[src/rtl/ctbp_pkg.sv]
// Shared types and constants for the Cartesian tree parentheses builder.
`timescale 1ns / 1ps

package ctbp_pkg;

  // Widest value the input port carries
  localparam int unsigned VALUE_PORT_W = 64;

  // Width of the reported close counts
  localparam int unsigned CNT_W = 11;

  // Configuration port geometry
  localparam int unsigned APB_DATA_W = 32;
  localparam int unsigned APB_ADDR_W = 3;

  // Register index, taken from paddr bit 2
  localparam logic REG_SIGNED_MODE = 1'b0;

  // Reset value of the signed_mode register
  localparam logic SIGNED_MODE_RST = 1'b1;

  // Entries in the queue between the front and back parts
  localparam int unsigned QUEUE_DEPTH = 2;
  localparam int unsigned QUEUE_PTR_W = $clog2(QUEUE_DEPTH);
  localparam int unsigned QUEUE_CNT_W = $clog2(QUEUE_DEPTH + 1);

  // One input beat as held in the queue
  typedef struct packed {
    logic [VALUE_PORT_W-1:0] value;
    logic                    is_last;
  } item_t;

endpackage

[src/rtl/ctbp_front.sv]
// Front part: takes input beats and holds them in a short queue for the back part.
`timescale 1ns / 1ps

module ctbp_front (
  input  logic            clk,
  input  logic            rst_n,
  input  logic            in_valid,
  output logic            in_stall,
  input  logic [ctbp_pkg::VALUE_PORT_W-1:0] in_value,
  input  logic            in_is_last,
  output logic            q_valid,
  output ctbp_pkg::item_t q_item,
  input  logic            q_pop
);

  localparam int unsigned PTR_W = ctbp_pkg::QUEUE_PTR_W;
  localparam int unsigned CNT_W = ctbp_pkg::QUEUE_CNT_W;

  ctbp_pkg::item_t  entry_r [ctbp_pkg::QUEUE_DEPTH];
  logic [PTR_W-1:0] wr_ptr_r;
  logic [PTR_W-1:0] rd_ptr_r;
  logic [CNT_W-1:0] fill_r;
  logic             push;
  logic             full;

  assign full     = (fill_r == CNT_W'(ctbp_pkg::QUEUE_DEPTH));
  assign in_stall = full;
  assign push     = in_valid && !full;

  assign q_valid = (fill_r != '0);
  assign q_item  = entry_r[rd_ptr_r];

  // Queue storage, payload only
  always_ff @(posedge clk) begin
    if (push) begin
      entry_r[wr_ptr_r] <= '{value: in_value, is_last: in_is_last};
    end
  end

  // Pointers and fill level
  always_ff @(posedge clk) begin
    if (!rst_n) begin
      wr_ptr_r <= '0;
      rd_ptr_r <= '0;
      fill_r   <= '0;
    end else begin
      if (push) begin
        wr_ptr_r <= (wr_ptr_r == PTR_W'(ctbp_pkg::QUEUE_DEPTH - 1)) ? '0 : wr_ptr_r + 1'b1;
      end
      if (q_pop) begin
        rd_ptr_r <= (rd_ptr_r == PTR_W'(ctbp_pkg::QUEUE_DEPTH - 1)) ? '0 : rd_ptr_r + 1'b1;
      end
      case ({push, q_pop})
        2'b10:   fill_r <= fill_r + 1'b1;
        2'b01:   fill_r <= fill_r - 1'b1;
        default: fill_r <= fill_r;
      endcase
    end
  end

endmodule

[config.mk]
export PLATFORM = sky130hd
export DESIGN_NAME = ctbp_front
export DESIGN_NICKNAME = d
export VERILOG_FILES = /design/src/rtl/ctbp_pkg.sv /design/src/rtl/ctbp_front.sv
export SDC_FILE = /design/constraint.sdc
export NUM_CORES = 1
export LEC_CHECK = 0
export BUFFER_PORTS_ARGS = -buffer_cell sky130_fd_sc_hd__buf_2
export CORE_MARGIN = 3
export CORE_UTILIZATION = 52
export CTS_CLUSTER_SIZE = 25
export DETAILED_ROUTE_END_ITERATION = 8
export PLACE_DENSITY_LB_ADDON = 0.1
export SYNTH_ARGS = -nofsm -noshare
export SYNTH_HDL_FRONTEND = slang
export SYNTH_SLANG_ARGS = --single-unit
[constraint.sdc]
create_clock -name clk -period 3.4 [get_ports clk]
set_input_delay 0.68 -clock clk [delete_from_list [all_inputs] [get_ports clk]]
set_output_delay 0.68 -clock clk [all_outputs]
set_load 0.01 [all_outputs]
==> summary by stage, run 1 <==
Placement
The number of port buffers is 135. The cell total after placement is 466. The congestion estimate from routability-driven global placement came to 0.705. After legalization and detailed placement, the total HPWL measured 5.56 mm.

Hold path
For hold timing, the worst endpoint is entry_r[0][15]. The min-delay analysis places its worst path in the category primary input to flop. The hold path startpoint is in_value[14]. The number of stages on the worst hold path is 1.

Yosys
In this run the biggest area consumer among cell types represents between 70 and 80% of the synthesized area. The most common cell in the synthesized netlist is sky130_fd_sc_hd__edfxtp_1. Counting flops with an async set or reset pin after synthesis yields a share of 0%.

sky130_fd_sc_hd__edfxtp_1 takes more of the synthesized area than any other cell. In the synthesized netlist, the cells that appear most often are sky130_fd_sc_hd__edfxtp_1, sky130_fd_sc_hd__mux2_2, sky130_fd_sc_hd__buf_4, sky130_fd_sc_hd__dfxtp_1, sky130_fd_sc_hd__and2_1. The count of cell types in the netlist is 18. The synthesized netlist occupies a cell area of 0.00491 mm2.

The flip-flop cell with the highest count after synthesis is sky130_fd_sc_hd__edfxtp_1. The gate count after technology mapping is 227. Yosys printed 0 warnings.

Ranked by total cell area, the synthesized netlist is headed by sky130_fd_sc_hd__edfxtp_1, sky130_fd_sc_hd__mux2_2, sky130_fd_sc_hd__dfxtp_1, sky130_fd_sc_hd__buf_4, sky130_fd_sc_hd__and2_1. The number of nets handed over by synthesis was 297. After synthesis, flip-flops and latches occupy around four fifths of the total area.

The count of flip-flops with a built-in enable after synthesis is 130. The average instance in the mapped netlist occupies 21.7 um2. The total of flip-flops plus latches after synthesis is 135.

Finish
Cells with a size suffix above 1 make up 61.2% of the layout. Measured on the finished design, the core utilization comes to 71.2%. The number of antenna diodes in the final layout is 0.

The number of nets at the end of the flow is 447. The filler cells instantiated in the layout total 596. The post-layout instance count excluding filler cells is 497. The area growth from synthesis to layout is 29.5%.

Worst setup path
The largest individual stage delay along the critical path comes from the cell sky130_fd_sc_hd__dfxtp_2. For this run, the slowest stage of the critical path takes between 0.5 and 0.6 ns. The worst setup path is captured at a primary output. In this run the worst path has a maximum fanout of 53. The critical setup path kind is flop to primary output. Measured in cells, the most critical reg-to-reg path has a length of 5. In this run the critical register-to-register path is captured at entry_r[0][49]. The data required time at the worst endpoint is 2.72 ns.

Walking the worst path, the cells encountered are buf_12 -> mux2_2 -> buf_2. The buffering stage count on the worst path with inverters included is 2. The critical path data arrival time is around 2.0 ns.

The startpoint identified for the worst register-to-register timing path is fill_r[0]. The element type at the critical path start is a flop. On the critical path the largest part of the delay comes from flip-flops. In this run the register-to-register setup slack is 1.33 ns.

Clocking
For this design, the sink count on the clock tree is around 140. Buffers inserted to repair hold after CTS numbered 0. The number of CTS-inserted buffers is 17. The latest clock arrival within the worst-skew pair is between 0.5 and 0.6 ns. The post-CTS setup buffer count is 0.

The root cell of the clock tree is sky130_fd_sc_hd__clkbuf_8. Once the clock tree was built, the resizer swapped 0 gates to a different size. No sink is reached through more buffers than the 2 on the longest clock path. TritonCTS built the clock tree. Clock-pin slew was measured on the worst setup and hold paths at 0.06 ns. The deepest level of the CTS H-tree is 4.

STA
The final critical path takes up 78.2% of the cycle. The count of final hold-check violations is 0. The slew at the pin closest to its max-slew limit is roughly 0.56 ns.

The final setup TNS is 0 ns. Subtracting the final worst setup slack from the clock period gives 2.66 ns. In this run the tightest slew margin relative to its limit is between 60% and 70%.

Setup repair after global routing left no endpoint under its margin. Across all hold checks on the routed design, the worst slack comes to 0.359 ns. The maximum frequency from static timing analysis is 376 MHz.

The final-report max-slew violation count is 0. Setup violations remaining at the end of the flow were counted as 0. The worst-case clock skew is ~0.0070 ns.

Drt
The number of remaining DRC errors is 0. The first detailed-routing pass ran for 4 iterations. The post-detailed-route via-to-cell ratio is 5.13. Across all layers, the routed design uses 2,549 vias. Once detail routing completed, the nets flagged for antenna violations numbered 0. The final layout contains routed wiring with a total length of 8.70 mm.

The detailed router finished its first iteration with 96 violations. Dividing the detail-routed wire length by the instance count gives 17.5 um.

GRT
The number of global-route vias before repair came to 2,640. Entering global routing, the biggest net connects 54 pins. The global-route wire length before repair is 13.1 mm. The number of antenna violations at the first check in global routing is 0. For this run, the total global-route usage over all layers was measured as 17.1%. For this run the aggregate overflow at the end of global routing stands at 0.

Floorplanning
The horizontal die dimension is 103 um. Measured along the y axis, the die boundary spans 103 um. The die covers around 0.011 mm2.

The effective utilization at floorplan is 55.0%. The floorplan row count is 34. The core outline area is between 0.008 and 0.009 mm2.

136 I/O pins were placed.

Job
The tool flagged a number of max-cap violations equal to 0.

Power
Summed over all cells, the static leakage comes to 2.43 nW. VDD sags by at most roughly 0.4 mV. Dividing total power by cell area gives a power density of 700 mW/mm2.

Status
The flow ran to the end, and the final reports show no timing, DRC or antenna violations.
==> routing by layer <==
layer	track usage (%)	up-vias	part of all wire (%)
li1	-	1204	-
met1	20.9	1247	42
met2	27.2	89	49
met3	6.91	9	7.5
met4	7.17	0	1.2
met5	0	-	0
==> worst max path at each step <==
stage / from / end / slack, ns / cells after the start
floorplan: in_valid / entry_r[0][0] / 0.64 / 3
global placement: in_valid / entry_r[0][55] / 1.12 / 5
detailed placement: in_valid / entry_r[0][62] / 1.10 / 5
CTS: flop / q_item[46] / 0.69 / 3
global route: flop / q_item[46] / 0.66 / 3
finish: flop / q_item[58] / 0.74 / 3
==> cell type report <==
type | instances | area, um2 | share of cell area (%)
clock buffer | 19 | 422 | 6.63
inverter | 3 | 11.3 | 0.177
multi-input combinational | 82 | 853 | 13.4
timing repair buffer | 138 | 736 | 11.6
clock inverter | 12 | 201 | 3.17
tap | 108 | 135 | 2.12
sequential | 135 | 4010 | 62.9
==> sequential cells by signal, indices dropped and copies added (netlist names), named ones only <==
signal,cells
rd_ptr_r,1
entry_r,130
fill_r,2
wr_ptr_r,1
==> cell families (layout without fill, tap and decap cells) <==
kind of cell	Yosys count	in the layout	share of synthesized area, %
compound gates	4	4	0.509
xor+xnor	3	3	0.535
mux	65	65	14.9
simple gates	9	9	1.15
fa+ha+maj	1	1	0.255
buf+inv	10	172	1.20
flops	135	135	81.5
==> placed cells by master (no fill, tap or decap) <==
master                       count
sky130_fd_sc_hd__buf_2         135
sky130_fd_sc_hd__edfxtp_1      130
sky130_fd_sc_hd__mux2_2         65
sky130_fd_sc_hd__clkbuf_16      16
sky130_fd_sc_hd__bufinv_16       5
sky130_fd_sc_hd__dfxtp_1         4
sky130_fd_sc_hd__and2_1          3
sky130_fd_sc_hd__buf_12          3
sky130_fd_sc_hd__inv_2           2
sky130_fd_sc_hd__or3_1           2
sky130_fd_sc_hd__xnor2_1         2
sky130_fd_sc_hd__o21ai_0         2
sky130_fd_sc_hd__a21boi_1        2
sky130_fd_sc_hd__clkinvlp_4      2
sky130_fd_sc_hd__clkinv_4        2
sky130_fd_sc_hd__clkinv_2        2
sky130_fd_sc_hd__clkbuf_1        2
sky130_fd_sc_hd__nand2b_2        1
sky130_fd_sc_hd__or2_2           1
sky130_fd_sc_hd__xor2_1          1
sky130_fd_sc_hd__nand2_1         1
sky130_fd_sc_hd__and3_2          1
sky130_fd_sc_hd__inv_1           1
sky130_fd_sc_hd__ha_1            1
sky130_fd_sc_hd__dfxtp_2         1
sky130_fd_sc_hd__clkbuf_8        1
sky130_fd_sc_hd__inv_6           1
==> through the flow <==
stage               setup slack [ns]  power [mW]  cell area (um2)
finish                         0.743        4.46             6360
global route                   0.660        4.63             6360
CTS                            0.687        4.50             6360
detailed placement              1.10        2.59             5740
global placement                1.12        2.58             5740
floorplan                      0.637        2.37             4910
==> where the power goes <==
| part | internal, mW | switching [mW] | total [mW] |
|---|---|---|---|
| Clock | 1.26 | 0.643 | 1.90 |
| Combinational | 0.238 | 0.273 | 0.510 |
| Sequential | 2.00 | 0.0414 | 2.04 |
| Total | 3.50 | 0.958 | 4.46 |
Note: power is estimated with default switching activity, not from simulation.
==> run 2, diff against run 1 <==
--- a/config.mk
+++ b/config.mk
@@ -5,9 +5,10 @@
 export SDC_FILE = /design/constraint.sdc
 export NUM_CORES = 1
 export LEC_CHECK = 0
+export ABC_AREA = 1
 export BUFFER_PORTS_ARGS = -buffer_cell sky130_fd_sc_hd__buf_2
 export CORE_MARGIN = 3
-export CORE_UTILIZATION = 52
+export CORE_UTILIZATION = 47
 export CTS_CLUSTER_SIZE = 25
 export DETAILED_ROUTE_END_ITERATION = 8
 export PLACE_DENSITY_LB_ADDON = 0.1
==> constraint.sdc (replaced) <==
create_clock -name clk -period 2.4 [get_ports clk]
set_input_delay 0.48 -clock clk [delete_from_list [all_inputs] [get_ports clk]]
set_output_delay 0.48 -clock clk [all_outputs]
set_load 0.01 [all_outputs]
==> summary by stage, run 2 <==
Status
Status: finished, final reports clean (unchanged).

Drt
The number of remaining DRC errors is 0 (unchanged). The final routed wire length divided by cell count was 16.1 um (was 17.5 um). The detailed-route via count came to 2,604 (was 2,549). The violation count after the first detailed-routing iteration is 97 (was 96). The first-pass iteration count of the detailed router is 4 (unchanged). The post-detailed-route via-to-cell ratio is 4.80 (was 5.13). The antenna violation net count after detailed routing is 0 (unchanged). The total wirelength of the detailed-routed design is 8.74 mm (was 8.70 mm).

STA
The final hold slack is 0.165 ns (was 0.359 ns). For this run, the top clock speed supported by timing is 468 MHz. The normalized max-slew margin is 69.1% (was 62.4%). The share of the cycle needed by the critical path after routing is 89.1%.

The final setup TNS was 0 ns (unchanged). Unrepaired setup endpoints after global routing: false (unchanged). The routed design could run at a clock period as short as 2.14 ns. The final-report max-slew violation count is 0 (unchanged). The slew at the pin closest to its max-slew limit is 0.463 ns (was 0.563 ns). The final setup violation count came to 0 (unchanged). The worst-case clock skew is 0.00649 ns (was 0.00704 ns). The count of final hold-check violations came to 0 (unchanged).

Yosys
The portion of synthesized cell area occupied by the leading cell type is 76.1% (was 79.4%). The count of warnings emitted by yosys is 0 (unchanged). The flip-flop cell with the highest count after synthesis was sky130_fd_sc_hd__edfxtp_1 (unchanged). The proportion of register bits with asynchronous set or reset after synthesis is 0% (unchanged).

The gate count after technology mapping is 239 (was 227). The proportion of synthesized chip area in sequential cells was 78.0% (was 81.5%). The synthesized net count is 309 (was 297). The count of flip-flops with a built-in enable after synthesis came to 130 (unchanged).

The mean instance size in the synthesized netlist is 21.5 um2 (was 21.7 um2). The count of cell types in the netlist is 13 (was 18). The total of flip-flops plus latches after synthesis came to 135 (unchanged). The library cell with the largest summed area after synthesis is sky130_fd_sc_hd__edfxtp_1 (unchanged). The most frequent cell after synthesis is sky130_fd_sc_hd__edfxtp_1 (unchanged). Top post-synthesis cells by area: sky130_fd_sc_hd__edfxtp_1, sky130_fd_sc_hd__mux2_4, sky130_fd_sc_hd__mux2_2, sky130_fd_sc_hd__dfxtp_1, sky130_fd_sc_hd__buf_6 (was sky130_fd_sc_hd__edfxtp_1, sky130_fd_sc_hd__mux2_2, sky130_fd_sc_hd__dfxtp_1, sky130_fd_sc_hd__buf_4, sky130_fd_sc_hd__and2_1). The synthesized cell area is 0.00513 mm2 (was 0.00491 mm2). Most common library cells after synthesis: sky130_fd_sc_hd__edfxtp_1, sky130_fd_sc_hd__mux2_4, sky130_fd_sc_hd__mux2_2 (was sky130_fd_sc_hd__edfxtp_1, sky130_fd_sc_hd__mux2_2, sky130_fd_sc_hd__buf_4, sky130_fd_sc_hd__dfxtp_1, sky130_fd_sc_hd__and2_1).

GRT
The number of antenna violations at the first check in global routing is 1 (was 0). The number of global-route vias before repair is 2,763 (was 2,640). The global-route wire length before repair came to 14.1 mm (was 13.1 mm). The largest net degree at the start of global routing is 46 (was 54). The global-route total usage across every layer is 15.0% (was 17.1%). The global-route congestion overflow total is 0 (unchanged).

Clocking
The post-cts gate resize count came to 0 (unchanged). The root cell of the clock tree is sky130_fd_sc_hd__clkbuf_8 (unchanged). The CTS tree is done (unchanged). The number of CTS-inserted buffers is 17 (unchanged). The latest clock arrival within the worst-skew pair is 0.50 ns (was 0.51 ns).

The number of buffers between clock root and the deepest sink is 2 (unchanged). The count of clock tree sinks is 135 (unchanged). The number of hold buffers added after cts came to 0 (unchanged). The deepest level of the CTS H-tree came to 4 (unchanged).

The clock edge transition at the registers on the reported setup and hold paths is 0.06 ns (about the same).

Worst setup path
The critical path data arrival time was 1.66 ns (was 1.98 ns). The element type at the critical path start is a flop (unchanged). The biggest fanout along the worst timing path is 30 (was 53). The data required time at the worst endpoint is 1.92 ns (was 2.72 ns). The critical setup path kind is flop to primary output (unchanged). The critical path capture point type is a primary output (unchanged).

Finish
Most frequent cells in the layout: sky130_fd_sc_hd__buf_2, sky130_fd_sc_hd__edfxtp_1, sky130_fd_sc_hd__mux2_4, sky130_fd_sc_hd__clkbuf_16, sky130_fd_sc_hd__mux2_2 (was sky130_fd_sc_hd__buf_2, sky130_fd_sc_hd__edfxtp_1, sky130_fd_sc_hd__mux2_2, sky130_fd_sc_hd__clkbuf_16, sky130_fd_sc_hd__bufinv_16). The post-layout instance count excluding filler cells is 542 (was 497). The number of filler cells placed in the layout is 837 (was 596).

The antenna diode instance count was 0 (unchanged). The number of nets at the end of the flow is 464 (was 447). The growth of design area from synthesis to finish is 27.9% (was 29.5%). The multi-input combinational cell area is 0.00103 mm2 (was 853 um2).

The fraction of final layout cells with drive strength greater than 1 is 59.1% (was 61.2%). The number of flip-flops in the largest register is 130 (unchanged). The most common cell after layout, fill and taps aside is sky130_fd_sc_hd__buf_2 (unchanged). The final core area utilization was 62.7% (was 71.2%). The register ranked first by flip-flop count is entry_r (unchanged). Regs by FF count: entry_r x130, fill_r x2 (unchanged).

The area used by sequential logic in the layout was 0.00401 mm2 (about the same).

Job
The max-capacitance violation count is 0 (unchanged).

Placement
The cell total after placement was 509 (was 466). The global placer's final weighted congestion came to 0.721 (was 0.705). The placed wire-length estimate is 5.79 mm (was 5.56 mm). The number of port buffers came to 135 (unchanged).

Floorplanning
The floorplan row count is 37 (was 34). The die outline area came to 0.0122 mm2 (was 0.0107 mm2). The y dimension of the die is 110 um (was 103 um).

The core outline area is 0.0105 mm2 (was 0.00893 mm2). The effective utilization at floorplan came to 49.0% (was 55.0%). The horizontal die dimension is 110 um (was 103 um). The count of pins on the block boundary is 136 (unchanged).

Power
The cell leakage power is 2.61 nW (was 2.43 nW). The peak ir drop on the vdd network is 0.464 mV (was 0.399 mV). The total power per unit cell area came to 890 mW/mm2 (was 700 mW/mm2).

Hold path
The worst min-delay path category is primary input to flop (unchanged).
-- run 2: cell types whose count changed in the layout (fill, tap and decap cells not counted), moves of 3 or more --
cell	change
sky130_fd_sc_hd__mux2_2	-50
sky130_fd_sc_hd__mux2_4	+50
sky130_fd_sc_hd__nor2_1	+11
sky130_fd_sc_hd__nand2_1	+8
sky130_fd_sc_hd__buf_4	+5
sky130_fd_sc_hd__inv_1	+5
sky130_fd_sc_hd__bufinv_16	-4
sky130_fd_sc_hd__and2_1	-3
sky130_fd_sc_hd__clkinvlp_4	+3
sky130_fd_sc_hd__inv_6	+3
-- run 2: layout make-up --
class | count | area share, %
Timing Repair Buffer | 143 | 11.8
Tap cell | 136 | 2.59
Clock inverter | 13 | 1.91
Clock buffer | 18 | 6.37
Inverter | 7 | 0.458
Sequential cell | 135 | 61.1
Multi-Input combinational cell | 90 | 15.8
-- run 2: logic make-up after synthesis --
| family | synth area share (%) |
|---|---|
| AOI/OAI and AO/OA | 0.195 |
| adders and majority gates | 0.244 |
| buffers and inverters | 1.93 |
| muxes | 17.9 |
| DFF | 78.0 |
| and+or+nand+nor | 1.66 |
-- run 2: path summary, 6_finish.rpt --
check,end,startpoint,cells after the start,slack [ns]
setup / recovery,q_item[53],flop,3,0.26
hold / removal,entry_r[0][54],in_value[53],1,0.17
setup reg to reg,entry_r[1][24],fill_r[0],5,0.70
hold reg to reg,rd_ptr_r,rd_ptr_r,2,0.50
-- run 2: worst max-delay path, stage by stage (launching register included) --
cell and delay, ns:
sky130_fd_sc_hd__dfxtp_4 0.39, sky130_fd_sc_hd__buf_12 0.24, sky130_fd_sc_hd__mux2_2 0.37, sky130_fd_sc_hd__buf_2 0.14
-- run 2: through the flow --
stage	instance area, um2	total power, mW	setup WS (ns)
after detailed placement	6000	3.57	0.549
after global routing	6560	6.09	0.173
final	6560	5.84	0.262
after CTS	6540	5.91	0.00514
after floorplan	5140	3.29	0.274
after global placement	6000	3.55	0.563
-- run 2: power breakdown --
| part | internal [mW] | leakage (nW) | switching (mW) | total [mW] |
|---|---|---|---|---|
| logic | 0.331 | 1.11 | 0.335 | 0.666 |
| registers | 2.79 | 1.26 | 0.0463 | 2.84 |
| clock network | 1.38 | 0.252 | 0.953 | 2.33 |
| total | 4.50 | 2.61 | 1.33 | 5.84 |
-- run 2: what timing repair did --
item / in CTS / in global routing
setup endpoints to repair: 0 / 1
endpoints found under the hold margin: 0 / 0
setup buffers: 0 / 2
-- run 2: metal layers --
layer	wire length, um	GRT usage (%)	up-vias
met2	4350	25.0	91
li1	-	-	1235
met5	9	0	-
met1	3660	17.4	1263
met4	129	6.40	2
met3	597	5.53	13
==> run 3, diff against run 2 <==
--- a/config.mk
+++ b/config.mk
@@ -12,6 +12,7 @@
 export CTS_CLUSTER_SIZE = 25
 export DETAILED_ROUTE_END_ITERATION = 8
 export PLACE_DENSITY_LB_ADDON = 0.1
+export SETUP_SLACK_MARGIN = 0.5
 export SYNTH_ARGS = -nofsm -noshare
 export SYNTH_HDL_FRONTEND = slang
 export SYNTH_SLANG_ARGS = --single-unit
==> summary by stage, run 3 (same netlist as run 2, synthesis figures left out) <==
Drt
The antenna violation net count after detailed routing is 0 (unchanged). The violation count after the first detailed-routing iteration is 111 (was 97). The post-detailed-route via-to-cell ratio is 4.81 (was 4.80).

The total wirelength of the detailed-routed design came to 9.04 mm (was 8.74 mm). The final routed wire length divided by cell count is 16.4 um (was 16.1 um). The number of remaining DRC errors is 0 (unchanged). The detailed-route via count was 2,652 (was 2,604). The first-pass iteration count of the detailed router came to 4 (unchanged).

Hold path
The worst min-delay path category is primary input to flop (unchanged).

STA
The post-layout minimum cycle time is 2.12 ns (was 2.14 ns). The normalized max-slew margin is 72.4% (was 69.1%). The worst-case clock skew is 0.00947 ns (was 0.00649 ns). The final setup TNS was 0 ns (unchanged). The share of the cycle needed by the critical path after routing is 88.1% (was 89.1%). The final hold slack came to 0.164 ns (was 0.165 ns). The final-report max-slew violation count is 0 (unchanged). The final setup violation count is 0 (unchanged). Unrepaired setup endpoints after global routing: true (was false). The maximum frequency from static timing analysis came to 473 MHz (was 468 MHz).

The count of final hold-check violations came to 0 (unchanged). The slew at the pin closest to its max-slew limit was 0.415 ns (was 0.463 ns).

Finish
The number of flip-flops in the largest register is 130 (unchanged). The number of nets at the end of the flow is 472 (was 464). The fraction of final layout cells with drive strength greater than 1 is 59.8% (was 59.1%). The number of filler cells placed in the layout is 770 (was 837). The register ranked first by flip-flop count is entry_r (unchanged). Most frequent cells in the layout: sky130_fd_sc_hd__edfxtp_1, sky130_fd_sc_hd__buf_2, sky130_fd_sc_hd__mux2_4, sky130_fd_sc_hd__buf_6, sky130_fd_sc_hd__clkbuf_16 (was sky130_fd_sc_hd__buf_2, sky130_fd_sc_hd__edfxtp_1, sky130_fd_sc_hd__mux2_4, sky130_fd_sc_hd__clkbuf_16, sky130_fd_sc_hd__mux2_2). The growth of design area from synthesis to finish is 36.0% (was 27.9%). The antenna diode instance count came to 0 (unchanged). Regs by FF count: entry_r x130, fill_r x2 (unchanged). The most common cell after layout, fill and taps aside is sky130_fd_sc_hd__edfxtp_1 (was sky130_fd_sc_hd__buf_2).

GRT
The met2 global-route usage was 26.1% (was 25.0%). The global-route wire length before repair is 14.2 mm (was 14.1 mm). The number of antenna violations at the first check in global routing is 0 (was 1).

The number of global-route vias before repair is 2,829 (was 2,763). The global-route congestion overflow total is 0 (unchanged). The routing usage on met3 is 5.37% (was 5.53%). The global-route total usage across every layer is 15.1% (was 15.0%).

The layer carrying the most global-route usage was met2 (unchanged). The largest net degree at the start of global routing was 33 (was 46). The met1 track utilization from global routing is 17.0% (was 17.4%).

Clocking
The root cell of the clock tree is sky130_fd_sc_hd__clkbuf_8 (unchanged). The number of buffers between clock root and the deepest sink is 2 (unchanged). The number of CTS-inserted buffers is 17 (unchanged). The latest clock arrival within the worst-skew pair was 0.50 ns (about the same).

The CTS tree is done (unchanged). The number of hold buffers added after cts is 0 (unchanged). The clock edge transition at the registers on the reported setup and hold paths was 0.06 ns (about the same). The count of clock tree sinks is 135 (unchanged). The deepest level of the CTS H-tree is 4 (unchanged).

Power
The final total power came to 6.26 mW (was 5.84 mW). The cell leakage power is 2.79 nW (was 2.61 nW). The peak ir drop on the vdd network is 0.544 mV (was 0.464 mV). The total power per unit cell area is 898 mW/mm2 (was 890 mW/mm2).

Floorplanning
The core outline area is 0.0105 mm2 (unchanged). The horizontal die dimension is 110 um (unchanged). The y dimension of the die was 110 um (unchanged).

The die outline area is 0.0122 mm2 (unchanged). The count of pins on the block boundary is 136 (unchanged). The floorplan row count came to 37 (unchanged). The effective utilization at floorplan is 49.0% (unchanged).

Worst setup path
The element type at the critical path start is a flop (unchanged). Critical path cell sequence: buf_12 -> clkbuf_16 -> mux2_4 -> buf_6 (was buf_12 -> mux2_2 -> buf_2). The cell with the biggest individual delay on the critical path is sky130_fd_sc_hd__dfxtp_4 (unchanged). The biggest fanout along the worst timing path is 6 (was 30).

The delay contributed by the slowest stage of the critical path is 0.43 ns (was 0.39 ns). The critical setup path kind was flop to primary output (unchanged). The critical path data arrival time is 1.64 ns (was 1.66 ns).

The data required time at the worst endpoint is 1.92 ns (about the same). The critical path capture point type is a primary output (unchanged).

Placement
The number of port buffers is 135 (unchanged). The placed wire-length estimate is 5.75 mm (was 5.79 mm). The global placer's final weighted congestion is 0.653 (was 0.721).

Status
Status: finished, final reports clean (unchanged).

Job
The max-capacitance violation count is 0 (unchanged).
[run 3: cell count changes in the layout (fill, tap and decap cells not counted), sizes merged]
cell,previous run,this run
clkbuf,18,23
clkinvlp,5,2
bufinv,1,5
inv,10,6
clkinv,4,5
buf,143,149
[run 3: repair_timing]
action / 4_1_cts / 5_1_grt
endpoints found under the setup margin: 65 / 65
cloned: 2 / 2
buffers inserted: 5 / 0
gates resized for setup: 4 / 24
[run 3: worst max-delay path: cells and delay by family, from the launching register on]
kind / cells / cell delay, ns
flops: 1 / 0.43
buf+inv: 3 / 0.41
mux: 1 / 0.30
[run 3: metrics by stage]
step           area (um2)  std cells  utilization, %  worst slack (ns)
6_report             6970        551            66.7             0.285
5_1_grt              6970        551            66.7             0.216
4_1_cts              6780        549            64.8             0.243
3_5_place_dp         6040        510            57.8             0.546
3_3_place_gp         6040        510            57.8             0.545
2_1_floorplan        5160        239               -             0.365
[run 3: cell type report]
type / count / area, um2 / area share (%)
clock inverter: 11 / 179 / 2.57
sequential: 135 / 4010 / 57.5
multi-input combinational: 90 / 1050 / 15.1
timing repair buffer: 151 / 1100 / 15.7
inverter: 7 / 37.5 / 0.538
clock buffer: 21 / 429 / 6.15
tap: 136 / 170 / 2.44
[run 3: path summary, 6_finish.rpt]
| check | from | endpoint | slack [ns] | cells after the start |
|---|---|---|---|---|
| worst max-delay path | flop | q_item[9] | 0.28 | 4 |
| worst min-delay path | in_value[56] | entry_r[0][57] | 0.16 | 1 |
| worst max register to register | fill_r[1] | entry_r[1][4] | 0.71 | 6 |
| worst min register to register | rd_ptr_r | rd_ptr_r | 0.50 | 2 |
[run 3: power by group]
group          switching [mW]  internal, mW  total, mW
Clock                   0.859          1.78       2.63
Combinational           0.359         0.424      0.782
Sequential             0.0516          2.79       2.84
Total                    1.27          4.99       6.26
[run 3: layer usage]
layer  wire (um)  up-vias  part of all wire (%)
li1            -     1257                     -
met1        3570     1304                    39
met2        4830       81                    53
met3         531       10                   5.9
met4         113        0                   1.3
met5           0        -                     0
